## src/rtl/ule_ram.sv

```systemverilog
// Generic single-port RAM with registered read.
module ule_ram #(
   parameter int WIDTH = 8,
   parameter int DEPTH = 256
) (
   input  logic                     clock,
   input  logic                     we,
   input  logic [$clog2(DEPTH)-1:0] addr,
   input  logic [WIDTH-1:0]         wdata,
   output logic [WIDTH-1:0]         rdata
);
   logic [WIDTH-1:0] mem [DEPTH];

   always_ff @(posedge clock) begin
      if (we) mem[addr] <= wdata;
      rdata <= mem[addr];
   end
endmodule

```

## config.mk

```make
export PLATFORM = sky130hd
export DESIGN_NAME = ule_ram
export DESIGN_NICKNAME = d
export VERILOG_FILES = /design/src/rtl/ule_ram.sv
export SDC_FILE = /design/constraint.sdc
export NUM_CORES = 2
export LEC_CHECK = 0
export BUFFER_PORTS_ARGS = -buffer_cell sky130_fd_sc_hd__buf_2
export CORE_UTILIZATION = 57
export CTS_CLUSTER_SIZE = 30
export DETAILED_ROUTE_END_ITERATION = 8
export GPL_TIMING_DRIVEN = 0
export MAX_ROUTING_LAYER = met4
export PLACE_DENSITY = 0.76
export RECOVER_POWER = 50
export SYNTH_ARGS = -nofsm -noshare
export SYNTH_HDL_FRONTEND = slang
export SYNTH_SLANG_ARGS = --single-unit
```

## constraint.sdc

```tcl
create_clock -name clock -period 2.49 [get_ports clock]
set_input_delay 0.3735 -clock clock [delete_from_list [all_inputs] [get_ports clock]]
set_output_delay 0.3735 -clock clock [all_outputs]
set_load 0.05 [all_outputs]
```

==> summary.txt <==
Power and ir drop
  – PwrDens: 788.3 nW/um2
  – Sequential share of power: 53.9%
  – Internal: 0.05532 W
  – Maximum VDD drop: 720.0 uV
  – Leakage: 27.00 nW
  – Switching power: 0.01556 W
  – Sw frac: 21.95%
  – Combinational share of power: 5.3%
  – Clock Power Share: 40.7%

Floorplanning
  – Die area: 139,200 um2
  – Boundary Pins: 26
  – Initial core utilization: 57.73%
  – Die H: 373.1 um
  – Die W: 373.1 um
  – Core area: 136,000 um2
  – # rows: 135

Critical path
  – CP Capture Type: flop
  – Crit path kind: input pin to flop
  – CP Launch Type: input pin
  – Slowest CP cell: clkbuf_1
  – Cells along the critical path: buf_2, nand2b_1, clkbuf_1, a21oi_1, o41ai_4, nand4_1
  – Req. time, crit path: 3.04 ns
  – Slowest cell delay on critical path: 0.90 ns
  – Crit path DAT: 3.40 ns
  – CP max FO: 10

Timing
  – Final worst setup slack: -0.3658 ns
  – Min cycle time layout: 2.856 ns
  – Fin crit share: 114.7%
  – RSZ-0062 raised after global routing: true
  – Slew HR: -112.6%
  – Final Max Slew Viols: 893
  – Clock Skew: 0.04099 ns
  – Final setup viols: 749
  – Fmax: 0.3502 GHz
  – Min Hold Slack: 0.4306 ns
  – Final hold violation count: 0
  – Worst-margin pin slew: 3.189 ns

Clock tree
  – CTS Sinks: 2,056
  – Clock Latency Late Sink: 0.86 ns
  – Clock slew at reported path FFs: 0.06 ns
  – CTS tree: done
  – Cts bufs inserted: 194
  – Clock root buffer: clkbuf_16
  – Buffer depth of the longest clock path: 3
  – Hold-fix buffers, CTS: 0
  – CTS H-Tree Depth: 4

Global route
  – Number of global-route vias before repair: 39,709
  – All-Layer GR Usage: 30.63%
  – First-pass GRT wire length: 289.8 mm
  – Initial antenna violation count: 9
  – Largest net degree at the start of global routing: 161
  – GRT overflow: 0

Placement
  – DP HPWL: 127.0 mm
  – Placed Cells: 5,361
  – # port buffers: 21
  – Routability cong.: 0.9497

Yosys
  – Syn Std Cell Area: 78,490 um2
  – Distinct cells, synth: 22
  – Top post-synthesis cells by area: edfxtp_1, mux4_2, a22oi_1, nor2_1, a21oi_1
  – Yosys Warn Count: 0
  – Syn Area/Cell: 22.13 um2
  – Yosys top cell by area: edfxtp_1
  – #FFs+latches synth: 2,056
  – Mapped Nets: 3,565
  – Syn Inst Count: 3,547
  – Yosys top cell area share: 78.35%
  – Register area share after synthesis: 78.55%

Status
  – Failing checks: capacitance limit, slew limit, setup timing
  – Status: finished with violations

Drt
  – Drt via density: 6.931
  – DRT antenna net count: 0
  – DR iter-0 viols: 6,171
  – Total number of vias: 39,761
  – WL final: 206.0 mm
  – DRC violations left: 0
  – Routed wire per std cell: 35.90 um
  – Initial DRT Pass Iterations: 5

Finish
  – Final core utilization: 66.12%
  – Commonest non-fill, non-tap cell in the layout: edfxtp_1
  – Area growth from synthesis to layout: 14.55%
  – Share of cells above drive strength 1: 33.75%
  – Nets: 3,801
  – Post-route insts no fill: 5,737
  – Most frequent cells in the layout: edfxtp_1, mux4_2, a22oi_1
  – Fillers: 8,129

Min path
  – Hold crit path type: input pin to flop

Job
  – Max Cap Viol: 8
state kept, by name, indices dropped and copies added (netlist names):
name,count
mem,2048
rdata,8
power groups by stage:
stage	Clock, W	Sequential, W	Combinational, W
after CTS	0.0289	0.0382	0.00363
after global placement	0	0.0390	0.00326
final	0.0289	0.0382	0.00378
after global routing	0.0302	0.0382	0.00386
after floorplan	0	0.0390	0.00170
after detailed placement	0	0.0389	0.00340
per-stage QoR:
step	total power [W]	setup WS [ns]	setup TNS, ns	area (um2)
finish	0.07088	-0.3658	-28.14	89910
global route	0.07228	-0.2926	-44.37	89910
CTS	0.07074	-0.06633	-2.590	89390
detailed placement	0.04231	-2.645	-4083.31	81290
global placement	0.04229	-2.931	-8497.12	80900
floorplan	0.04068	-0.1022	-49.82	78570
logic make-up after synthesis:
group	Yosys count	share of synthesized area, %
AND/OR/NAND/NOR	330	1.733
flip-flops	2056	78.55
multiplexers	512	14.69
buffers and inverters	233	1.401
AO/OA/AOI/OAI	416	3.622
critical path, delay by kind of cell:
family	cells	cell delay, ns
buffers and inverters	2	1.11
and+or+nand+nor	2	0.80
AOI/OAI and AO/OA	2	1.08
metal layers:
| layer | share of wire (%) | global-route usage [%] | up-vias |
|---|---|---|---|
| li1 | - | - | 15630 |
| met4 | 5.1 | 13.56 | 0 |
| met5 | 0 | - | - |
| met3 | 13 | 9.392 | 538 |
| met1 | 35 | 38.90 | 20613 |
| met2 | 47 | 45.95 | 2980 |
cell type report:
cell class | instances | area, um2 | share of cell area (%)
clock buffers | 260 | 5175 | 5.756
inverters | 1 | 3.754 | 0.004175
plain buffers | 232 | 1567 | 1.742
well taps | 1781 | 2228 | 2.478
multi-input cells | 1258 | 17920 | 19.94
diodes | 9 | 22.52 | 0.02505
repair buffers | 40 | 382.9 | 0.4258
clock inverters | 100 | 947.2 | 1.053
flip-flops and latches | 2056 | 61660 | 68.58
Yosys cell counts:
master,n
inv_1,1
edfxtp_1,2048
a21oi_1,128
nand2_1,28
nand4_1,8
or3_1,1
nand2b_1,6
dfxtp_1,8
o41ai_1,32
a22oi_1,256
clkbuf_1,145
or2_2,2
nor2_1,232
nor3_1,30
and2_1,3
buf_2,36
buf_6,16
mux4_2,512
nand3_1,13
buf_1,19
buf_4,16
nor2b_1,7
final timing paths:
path | from | end | slack [ns] | cells after the start
max | addr[4] | rdata[6]$_DFF_P_ | -0.37 | 6
min | addr[7] | mem[19][1]$_DFFE_PP_ | 0.43 | 4
max reg2reg | mem[43][7]$_DFFE_PP_ | rdata[7]$_DFF_P_ | -0.28 | 5
min reg2reg | mem[34][0]$_DFFE_PP_ | rdata[0]$_DFF_P_ | 1.20 | 5
repair_timing:
item                                    4_1_cts  5_1_grt
resized for setup                           542      154
endpoints found under the setup margin     2030     1264
buffers inserted                              1        4
pin swaps                                    20       31
Power figures use the tool's default switching activity.
